**src/sv/csc_pkg.sv**
```systemverilog
// types, constants and helper functions shared by the sprite compositor
package csc_pkg;

   localparam int MAX_SHAPES = 16;
   localparam int MAP_ROWS   = 30;
   localparam int MAP_COLS   = 60;
   localparam int CNT_W      = $clog2(MAX_SHAPES + 1);
   localparam int CMP_W      = (CNT_W > 5) ? CNT_W : 5;
   localparam int CROSS_MID  = 3;

   localparam logic [6:0] CH_DASH  = 7'h2D;
   localparam logic [6:0] CH_BAR   = 7'h7C;
   localparam logic [6:0] CH_SPACE = 7'h20;

   typedef enum logic [2:0] {
      MODE_APPEND = 3'd0,
      MODE_INSERT = 3'd1,
      MODE_REMOVE = 3'd2,
      MODE_CLEAR  = 3'd3,
      MODE_QUERY  = 3'd4
   } mode_type;

   typedef enum logic [1:0] {
      ST_OK     = 2'd0,
      ST_BADIDX = 2'd1,
      ST_EMPTY  = 2'd2,
      ST_FULL   = 2'd3
   } status_type;

   typedef enum logic [1:0] {
      KIND_LINE   = 2'd0,
      KIND_CROSS  = 2'd1,
      KIND_SQUARE = 2'd2,
      KIND_BAR    = 2'd3
   } kind_type;

   typedef struct packed {
      kind_type          kind;
      logic signed [7:0] x;
      logic signed [7:0] y;
   } shape_type;

   typedef struct packed {
      logic load;
      logic take_prev;
      logic take_next;
      logic active;
   } cell_ctl_type;

   typedef struct packed {
      logic       valid;
      logic       open;
      logic [4:0] row;
      logic [5:0] col;
      status_type status;
      logic [6:0] cell_char;
      logic [4:0] shape_count;
   } stage_word_type;

   function automatic logic [3:0] kind_width(kind_type kind);
      logic [3:0] w;
      unique case (kind)
         KIND_LINE:   w = 4'd1;
         KIND_CROSS:  w = 4'd7;
         KIND_SQUARE: w = 4'd2;
         KIND_BAR:    w = 4'd8;
         default:     w = 4'd0;
      endcase
      return w;
   endfunction

   function automatic logic [3:0] kind_height(kind_type kind);
      logic [3:0] h;
      unique case (kind)
         KIND_LINE:   h = 4'd3;
         KIND_CROSS:  h = 4'd7;
         KIND_SQUARE: h = 4'd2;
         KIND_BAR:    h = 4'd2;
         default:     h = 4'd0;
      endcase
      return h;
   endfunction

   function automatic logic [6:0] kind_char(kind_type kind);
      logic [6:0] c;
      unique case (kind)
         KIND_LINE:   c = 7'h41;
         KIND_CROSS:  c = 7'h43;
         KIND_SQUARE: c = 7'h44;
         KIND_BAR:    c = 7'h47;
         default:     c = 7'h00;
      endcase
      return c;
   endfunction

endpackage

```
**src/sv/csc_if.sv**
```systemverilog
// valid/ready channel interfaces for requests and responses
interface csc_req_if;
   logic       valid;
   logic       ready;
   logic [2:0] mode;
   logic [4:0] slot_index;
   logic [1:0] shape_kind;
   logic signed [7:0] origin_x;
   logic signed [7:0] origin_y;
   logic [4:0] cell_row;
   logic [5:0] cell_col;

   modport source (output valid, mode, slot_index, shape_kind, origin_x, origin_y,
                   cell_row, cell_col, input ready);
   modport sink (input valid, mode, slot_index, shape_kind, origin_x, origin_y,
                 cell_row, cell_col, output ready);
endinterface

interface csc_rsp_if;
   logic       valid;
   logic       ready;
   logic [1:0] status;
   logic [6:0] cell_char;
   logic [4:0] shape_count;

   modport source (output valid, status, cell_char, shape_count, input ready);
   modport sink (input valid, status, cell_char, shape_count, output ready);
endinterface

```
**src/sv/character_sprite_compositor.sv**
```systemverilog
// top level: request decode, entry stage and the chain of shape cells
//
//  channel   dir   handshake     word
//  req_ch    in    valid/ready   mode, slot_index, shape_kind, origin_x/y, cell_row/col
//  rsp_ch    out   valid/ready   status, cell_char, shape_count
//
// every word goes through the entry stage and one stage per cell; queries enter one per cycle
// unless the response stalls; a table change waits until no interior query is in the chain
// table changes take effect at the accept edge; the count resets to zero, table entries do not
// a stalled response freezes the whole chain and holds off new requests

module character_sprite_compositor
   import csc_pkg::*;
(
   input logic       clock,
   input logic       reset,
   csc_req_if.sink   req_ch,
   csc_rsp_if.source rsp_ch
);

   logic [CNT_W-1:0] count_ff, count_in;
   stage_word_type   entry_ff, entry_in;
   stage_word_type   chain_word [MAX_SHAPES+1];
   shape_type        cell_shape [MAX_SHAPES];
   shape_type        prev_sh    [MAX_SHAPES];
   shape_type        next_sh    [MAX_SHAPES];
   cell_ctl_type     cell_ctl   [MAX_SHAPES];
   shape_type        new_shape;
   logic advance, chain_busy, accept, is_query;
   logic do_ins, do_rm;
   logic [CMP_W-1:0] idx_ext, cnt_ext, ins_pos, rm_pos;

   assign advance  = !chain_word[MAX_SHAPES].valid || rsp_ch.ready;
   assign is_query = (mode_type'(req_ch.mode) == MODE_QUERY);
   assign req_ch.ready = advance && (is_query || !chain_busy);
   assign accept   = req_ch.valid && req_ch.ready;
   assign idx_ext  = CMP_W'(req_ch.slot_index);
   assign cnt_ext  = CMP_W'(count_ff);
   assign new_shape = '{kind: kind_type'(req_ch.shape_kind), x: req_ch.origin_x,
                        y: req_ch.origin_y};

   always_comb begin
      chain_busy = 1'b0;
      for (int i = 0; i < MAX_SHAPES; i++) begin
         chain_busy = chain_busy || (chain_word[i].valid && chain_word[i].open);
      end
   end

   always_comb begin
      entry_in = '0;
      entry_in.valid = 1'b1;
      entry_in.row = req_ch.cell_row;
      entry_in.col = req_ch.cell_col;
      entry_in.status = ST_OK;
      count_in = count_ff;
      do_ins = 1'b0;
      do_rm = 1'b0;
      ins_pos = cnt_ext;
      rm_pos = idx_ext;
      unique case (mode_type'(req_ch.mode))
         MODE_APPEND: begin
            if (cnt_ext >= CMP_W'(MAX_SHAPES)) begin
               entry_in.status = ST_FULL;
            end else begin
               do_ins = 1'b1;
            end
         end
         MODE_INSERT: begin
            ins_pos = idx_ext;
            priority if (idx_ext > cnt_ext) begin
               entry_in.status = ST_BADIDX;
            end else if (cnt_ext >= CMP_W'(MAX_SHAPES)) begin
               entry_in.status = ST_FULL;
            end else begin
               do_ins = 1'b1;
            end
         end
         MODE_REMOVE: begin
            priority if (count_ff == '0) begin
               entry_in.status = ST_EMPTY;
            end else if (idx_ext >= cnt_ext) begin
               entry_in.status = ST_BADIDX;
            end else begin
               do_rm = 1'b1;
            end
         end
         MODE_CLEAR: begin
            count_in = '0;
         end
         MODE_QUERY: begin
            priority if (req_ch.cell_row >= 5'(MAP_ROWS) || req_ch.cell_col >= 6'(MAP_COLS)) begin
               entry_in.status = ST_BADIDX;
            end else if (req_ch.cell_row == '0 || req_ch.cell_row == 5'(MAP_ROWS - 1)) begin
               entry_in.cell_char = CH_DASH;
            end else if (req_ch.cell_col == '0 || req_ch.cell_col == 6'(MAP_COLS - 1)) begin
               entry_in.cell_char = CH_BAR;
            end else begin
               entry_in.cell_char = CH_SPACE;
               entry_in.open = 1'b1;
            end
         end
         default: begin
         end
      endcase
      if (do_ins) begin
         count_in = count_ff + CNT_W'(1);
      end
      if (do_rm) begin
         count_in = count_ff - CNT_W'(1);
      end
      entry_in.shape_count = 5'(count_in);
   end

   always_ff @(posedge clock) begin
      if (reset) begin
         count_ff <= '0;
         entry_ff.valid <= 1'b0;
      end else if (advance) begin
         if (accept) begin
            count_ff <= count_in;
            entry_ff <= entry_in;
         end else begin
            entry_ff.valid <= 1'b0;
         end
      end
   end

   assign chain_word[0] = entry_ff;

   for (genvar i = 0; i < MAX_SHAPES; i++) begin : g_cell
      if (i == 0) begin : g_first
         assign prev_sh[i] = new_shape;
      end else begin : g_mid
         assign prev_sh[i] = cell_shape[i-1];
      end
      if (i == MAX_SHAPES - 1) begin : g_last
         assign next_sh[i] = cell_shape[i];
      end else begin : g_inner
         assign next_sh[i] = cell_shape[i+1];
      end

      assign cell_ctl[i] = '{
         load:      accept && do_ins && (ins_pos == CMP_W'(i)),
         take_prev: accept && do_ins && (CMP_W'(i) > ins_pos),
         take_next: accept && do_rm && (CMP_W'(i) >= rm_pos),
         active:    CNT_W'(i) < count_ff
      };

      csc_cell u_cell (
         .clock      (clock),
         .reset      (reset),
         .advance    (advance),
         .ctl        (cell_ctl[i]),
         .new_shape  (new_shape),
         .prev_shape (prev_sh[i]),
         .next_shape (next_sh[i]),
         .shape_out  (cell_shape[i]),
         .word_in    (chain_word[i]),
         .word_out   (chain_word[i+1])
      );
   end

   assign rsp_ch.valid       = chain_word[MAX_SHAPES].valid;
   assign rsp_ch.status      = chain_word[MAX_SHAPES].status;
   assign rsp_ch.cell_char   = chain_word[MAX_SHAPES].cell_char;
   assign rsp_ch.shape_count = chain_word[MAX_SHAPES].shape_count;

   a_change_when_clear: assert property (@(posedge clock) disable iff (reset)
      accept && !is_query |-> !chain_busy)
      else $error("table change accepted with a query in the chain");

   a_count_bound: assert property (@(posedge clock) disable iff (reset)
      CMP_W'(count_ff) <= CMP_W'(MAX_SHAPES))
      else $error("shape count above table depth");

   a_clear_empties: assert property (@(posedge clock) disable iff (reset)
      accept && mode_type'(req_ch.mode) == MODE_CLEAR |=> count_ff == '0)
      else $error("clear left shapes in the table");

   a_stall_freezes: assert property (@(posedge clock) disable iff (reset)
      !advance |=> $stable(count_ff) && $stable(entry_ff))
      else $error("entry stage moved during a response stall");

endmodule

```
**src/sv/csc_cell.sv**
```systemverilog
// one table cell: holds a shape, shifts with its neighbors, paints passing query words
module csc_cell
   import csc_pkg::*;
(
   input  logic           clock,
   input  logic           reset,
   input  logic           advance,
   input  cell_ctl_type   ctl,
   input  shape_type      new_shape,
   input  shape_type      prev_shape,
   input  shape_type      next_shape,
   output shape_type      shape_out,
   input  stage_word_type word_in,
   output stage_word_type word_out
);

   shape_type      shape_ff, shape_in;
   stage_word_type word_ff, word_in_d;
   logic signed [8:0] dr, dc;
   logic origin_ok, row_ok, col_ok, cross_ok, covered;

   always_comb begin
      origin_ok = (shape_ff.x > 8'sd0) && (shape_ff.x < $signed(8'(MAP_COLS - 1)))
               && (shape_ff.y > 8'sd0) && (shape_ff.y < $signed(8'(MAP_ROWS - 1)));
      dr = $signed({4'b0, word_in.row}) - $signed({shape_ff.y[7], shape_ff.y});
      dc = $signed({3'b0, word_in.col}) - $signed({shape_ff.x[7], shape_ff.x});
      row_ok = !dr[8] && (dr[7:0] < {4'b0, kind_height(shape_ff.kind)});
      col_ok = !dc[8] && (dc[7:0] < {4'b0, kind_width(shape_ff.kind)});
      cross_ok = (shape_ff.kind != KIND_CROSS) || (dr == 9'(CROSS_MID))
              || (dc == 9'(CROSS_MID));
      covered = ctl.active && origin_ok && row_ok && col_ok && cross_ok;
   end

   always_comb begin
      word_in_d = word_in;
      if (word_in.valid && word_in.open && covered) begin
         word_in_d.cell_char = kind_char(shape_ff.kind);
      end
   end

   always_comb begin
      shape_in = shape_ff;
      priority if (ctl.load) begin
         shape_in = new_shape;
      end else if (ctl.take_prev) begin
         shape_in = prev_shape;
      end else if (ctl.take_next) begin
         shape_in = next_shape;
      end
   end

   always_ff @(posedge clock) begin
      shape_ff <= shape_in;
      if (reset) begin
         word_ff.valid <= 1'b0;
      end else if (advance) begin
         word_ff <= word_in_d;
      end
   end

   assign shape_out = shape_ff;
   assign word_out  = word_ff;

   a_one_shift: assert property (@(posedge clock) disable iff (reset)
      $onehot0({ctl.load, ctl.take_prev, ctl.take_next}))
      else $error("cell asked for more than one table move");

   a_closed_passes: assert property (@(posedge clock) disable iff (reset)
      advance && word_in.valid && !word_in.open |=> word_out.cell_char == $past(word_in.cell_char))
      else $error("cell painted a word that is not an interior query");

   a_no_move_in_query: assert property (@(posedge clock) disable iff (reset)
      word_in.valid && word_in.open |-> !(ctl.load || ctl.take_prev || ctl.take_next))
      else $error("table moved under a query in flight");

endmodule
```
**src/flat_wrapper.sv**
```systemverilog
// flat-port wrapper written by rule: the top's interface ports become plain ports
module character_sprite_compositor_flat import csc_pkg::*;
  (clock, reset, req_ch_valid, req_ch_mode, req_ch_slot_index, req_ch_shape_kind, req_ch_origin_x, req_ch_origin_y, req_ch_cell_row, req_ch_cell_col, req_ch_ready, rsp_ch_valid, rsp_ch_status, rsp_ch_cell_char, rsp_ch_shape_count, rsp_ch_ready);
  csc_req_if req_ch_i ();
  csc_rsp_if rsp_ch_i ();
  input logic clock;
  input logic reset;
  input wire logic [$bits(req_ch_i.valid)-1:0] req_ch_valid;
  input wire logic [$bits(req_ch_i.mode)-1:0] req_ch_mode;
  input wire logic [$bits(req_ch_i.slot_index)-1:0] req_ch_slot_index;
  input wire logic [$bits(req_ch_i.shape_kind)-1:0] req_ch_shape_kind;
  input wire logic [$bits(req_ch_i.origin_x)-1:0] req_ch_origin_x;
  input wire logic [$bits(req_ch_i.origin_y)-1:0] req_ch_origin_y;
  input wire logic [$bits(req_ch_i.cell_row)-1:0] req_ch_cell_row;
  input wire logic [$bits(req_ch_i.cell_col)-1:0] req_ch_cell_col;
  output wire logic [$bits(req_ch_i.ready)-1:0] req_ch_ready;
  output wire logic [$bits(rsp_ch_i.valid)-1:0] rsp_ch_valid;
  output wire logic [$bits(rsp_ch_i.status)-1:0] rsp_ch_status;
  output wire logic [$bits(rsp_ch_i.cell_char)-1:0] rsp_ch_cell_char;
  output wire logic [$bits(rsp_ch_i.shape_count)-1:0] rsp_ch_shape_count;
  input wire logic [$bits(rsp_ch_i.ready)-1:0] rsp_ch_ready;
  assign req_ch_i.valid = req_ch_valid;
  assign req_ch_i.mode = req_ch_mode;
  assign req_ch_i.slot_index = req_ch_slot_index;
  assign req_ch_i.shape_kind = req_ch_shape_kind;
  assign req_ch_i.origin_x = req_ch_origin_x;
  assign req_ch_i.origin_y = req_ch_origin_y;
  assign req_ch_i.cell_row = req_ch_cell_row;
  assign req_ch_i.cell_col = req_ch_cell_col;
  assign req_ch_ready = req_ch_i.ready;
  assign rsp_ch_valid = rsp_ch_i.valid;
  assign rsp_ch_status = rsp_ch_i.status;
  assign rsp_ch_cell_char = rsp_ch_i.cell_char;
  assign rsp_ch_shape_count = rsp_ch_i.shape_count;
  assign rsp_ch_i.ready = rsp_ch_ready;
  character_sprite_compositor u_core (.clock(clock), .reset(reset), .req_ch(req_ch_i), .rsp_ch(rsp_ch_i));
endmodule
```
**config.mk**
```make
export PLATFORM = sky130hd
export DESIGN_NAME = character_sprite_compositor_flat
export DESIGN_NICKNAME = d
export VERILOG_FILES = /design/src/sv/csc_pkg.sv /design/src/sv/csc_if.sv /design/src/sv/character_sprite_compositor.sv /design/src/sv/csc_cell.sv /design/src/flat_wrapper.sv
export SDC_FILE = /design/constraint.sdc
export NUM_CORES = 2
export LEC_CHECK = 0
export ABC_AREA = 1
export BUFFER_PORTS_ARGS = -buffer_cell sky130_fd_sc_hd__buf_2
export CAP_MARGIN = 20
export CORE_MARGIN = 2
export CORE_UTILIZATION = 65
export DETAILED_ROUTE_END_ITERATION = 10
export GPL_TIMING_DRIVEN = 1
export PLACE_DENSITY_LB_ADDON = 0.12
export SLEW_MARGIN = 20
export SYNTH_ARGS = -nofsm -noshare
export SYNTH_HDL_FRONTEND = slang
export SYNTH_HIERARCHICAL = 1
export SYNTH_SLANG_ARGS = --single-unit
export TNS_END_PERCENT = 50
```
**constraint.sdc**
```tcl
create_clock -name clock -period 4.24 [get_ports clock]
set_clock_uncertainty 0.2 [all_clocks]
set_input_delay 0.424 -clock clock [delete_from_list [all_inputs] [get_ports clock]]
set_output_delay 0.424 -clock clock [all_outputs]
set_load 0.01 [all_outputs]
```
==> metrics <==
status=finished with violations; failing checks=DRC; DRT iter0 DRCs=around 5,700; Post-CTS Resized=0; RSZ-0062 raised after global routing=no; critical path peak fanout=19; wire per inst=20.2 microns; CP most frequent cell=nand2_1; dpl ws=around 0.52 ns; Mapped Cells=about 5,900; synthesized area per cell=8.11 sq um; Fmax=around 260 MHz; CP peak stage delay=about 0.49 ns; Worst path top cell family by delay=simple AND/OR/NAND/NOR gates; multi-input logic area=approximately 22,000 sq um; effective utilization at floorplan=about two thirds; Crit Path Category=reg2reg; number of global-route vias before repair=38,553; Mapped Area=48,100 sq um; drt drc=2; register area=around 22,000 sq um; Finished Layout Cells=a little over 7,000; Syn-to-layout area delta=9.56%; Core ar.=73,100 sq um; # setup viols final=0; DR vias/cell=roughly 5.9; placed insts=~6,900; drt pass-1 iters=11; worst hold slack=0.145 ns; PD cells=between 300 and 400 nW/um^2; Slew Viols, Final=0; Setup TNS=0 ns; fin nets=between 6,000 and 7,000; total number of vias=between 40,000 and 50,000; IO buf count=56; routability congestion estimate=about 1; worst hold path class=in2reg; Clock Sinks=~740; total track usage=a little under two fifths; ANT nets after route=0; most common library cell in the layout ignoring fill and taps=nand2_1; Slowest-stage cell, CP=clkinv_1; Filler cells=around 5,700; layout cells sized above 1=approximately 8.2%; cells along the critical path=inv_1 -> ha_1 -> nand2_1 -> nor2_2 -> nand2_1 -> nand3_1 -> nand3_1 -> nand2_2 -> nor2_4 -> nand3_4 -> nor2_4 -> inv_4 -> nand2_1 -> buf_4 -> clkinv_1 -> nand2_1 -> a21oi_1; Clk pin slew, worst setup/hold paths=around 0.060 ns; largest net degree at the start of global routing=37; WL final=approximately 140,000 microns; CTS tree=done; most frequent cells in the layout=nand2_1, inv_1, edfxtp_1; GRT overflow=0; Data required, critical path=~4.4 ns; Startpoint Class=flop; VDD IR max=~0.34 mV; Slew @ Worst Pin=around 0.86 ns; setup bufs post-CTS=0; MaxCap Viol Count=0; Final WS setup=~0.38 ns; Max Root-Sink Buffers=3; total power=18.7 mW; die width=between 200 and 300 microns; Slew Limit Headroom=42.7%; static leakage=approximately 25 nW; CP endpoint kind=flop; I/O pin total=57; final worst path period share=91.1%; die area=around 76,000 sq um; fin crit period=around 3.9 ns; CTS H-Tree Depth=3; Inserted Clock Buffers=80; CTS Root Cell=clkbuf_16; post-DP HPWL=around 110,000 microns; initial antenna violation count=3; row count=a little under 100; number of buffers and inverters on the critical path=4; die height=~280 microns; CP arrival=around 4 ns; Fin. Hold Viols=0; first-pass GRT wire length=roughly 220,000 microns; worst skew pair latency=approximately 0.64 ns; YS warnings=6
==> power by group <==
part	leakage (nW)	switching, mW	internal (mW)
logic	16.8	1.63	0.812
registers	6.97	0.345	8.39
clock network	1.34	2.99	4.52
total	25.1	4.97	13.7
==> worst register-to-register path, delay by kind of cell (launching register included) <==
| kind | cells | cell delay [ns] |
|---|---|---|
| compound gates | 1 | 0.10 |
| fa+ha+maj | 1 | 0.32 |
| buf+inv | 4 | 1.03 |
| flops | 1 | 0.48 |
| simple gates | 11 | 1.47 |
==> stage by stage <==
step / util [%] / cell area, sq um
detailed placement: 68.1 / 49800
floorplan: - / 48100
global route: 72.1 / 52700
global placement: 68.1 / 49800
finish: 72.1 / 52700
CTS: 72.1 / 52700
==> final cells by class <==
type | count | area share (%)
inverter | 925 | 6.60
multi-input combinational | 4164 | 42.4
timing repair buffer | 139 | 1.77
clock inverter | 49 | 1.16
tap | 959 | 2.28
sequential | 737 | 41.6
clock buffer | 97 | 4.14
antenna | 3 | 0.0143
==> sequential cells by signal, summed over array words and instances, names as in the netlist <==
name / flops
u_core/g_cell.u_cell/word_out: 420
u_core/chain_word: 24
u_core/cnt_ext: 5
u_core/g_cell.u_cell/shape_out: 288
==> timing repair <==
action	CTS	global route
setup endpoints to repair	0	0
endpoints found under the hold margin	12	0
hold buffers	12	0
==> path summary, 6_finish.rpt <==
path | depth (start not counted) | start | slack [ns] | end
setup / recovery | 17 | u_core/cnt_ext[1]$_SDFFE_PP0P_ | 0.38 | u_core/g_cell[5].u_cell/shape_out[5]$_DFFE_PP_
hold / removal | 3 | req_ch_mode[1] | 0.14 | u_core/chain_word[445]$_DFFE_PP_
setup reg to reg | 17 | u_core/cnt_ext[1]$_SDFFE_PP0P_ | 0.38 | u_core/g_cell[5].u_cell/shape_out[5]$_DFFE_PP_
hold reg to reg | 0 | u_core/g_cell[10].u_cell/word_out[13]$_DFFE_PP_ | 0.21 | u_core/g_cell[11].u_cell/word_out[13]$_DFFE_PP_
==> layer usage <==
metal  share of wire, %  routed length (microns)  GRT usage [%]
met1                 37                    53300           47.2
met2                 46                    65600           60.9
met3                 11                    15400           6.74
met4                6.1                     8750           20.2
met5              0.015                       22              0
No activity file was read; power rests on OpenSTA's default activity.
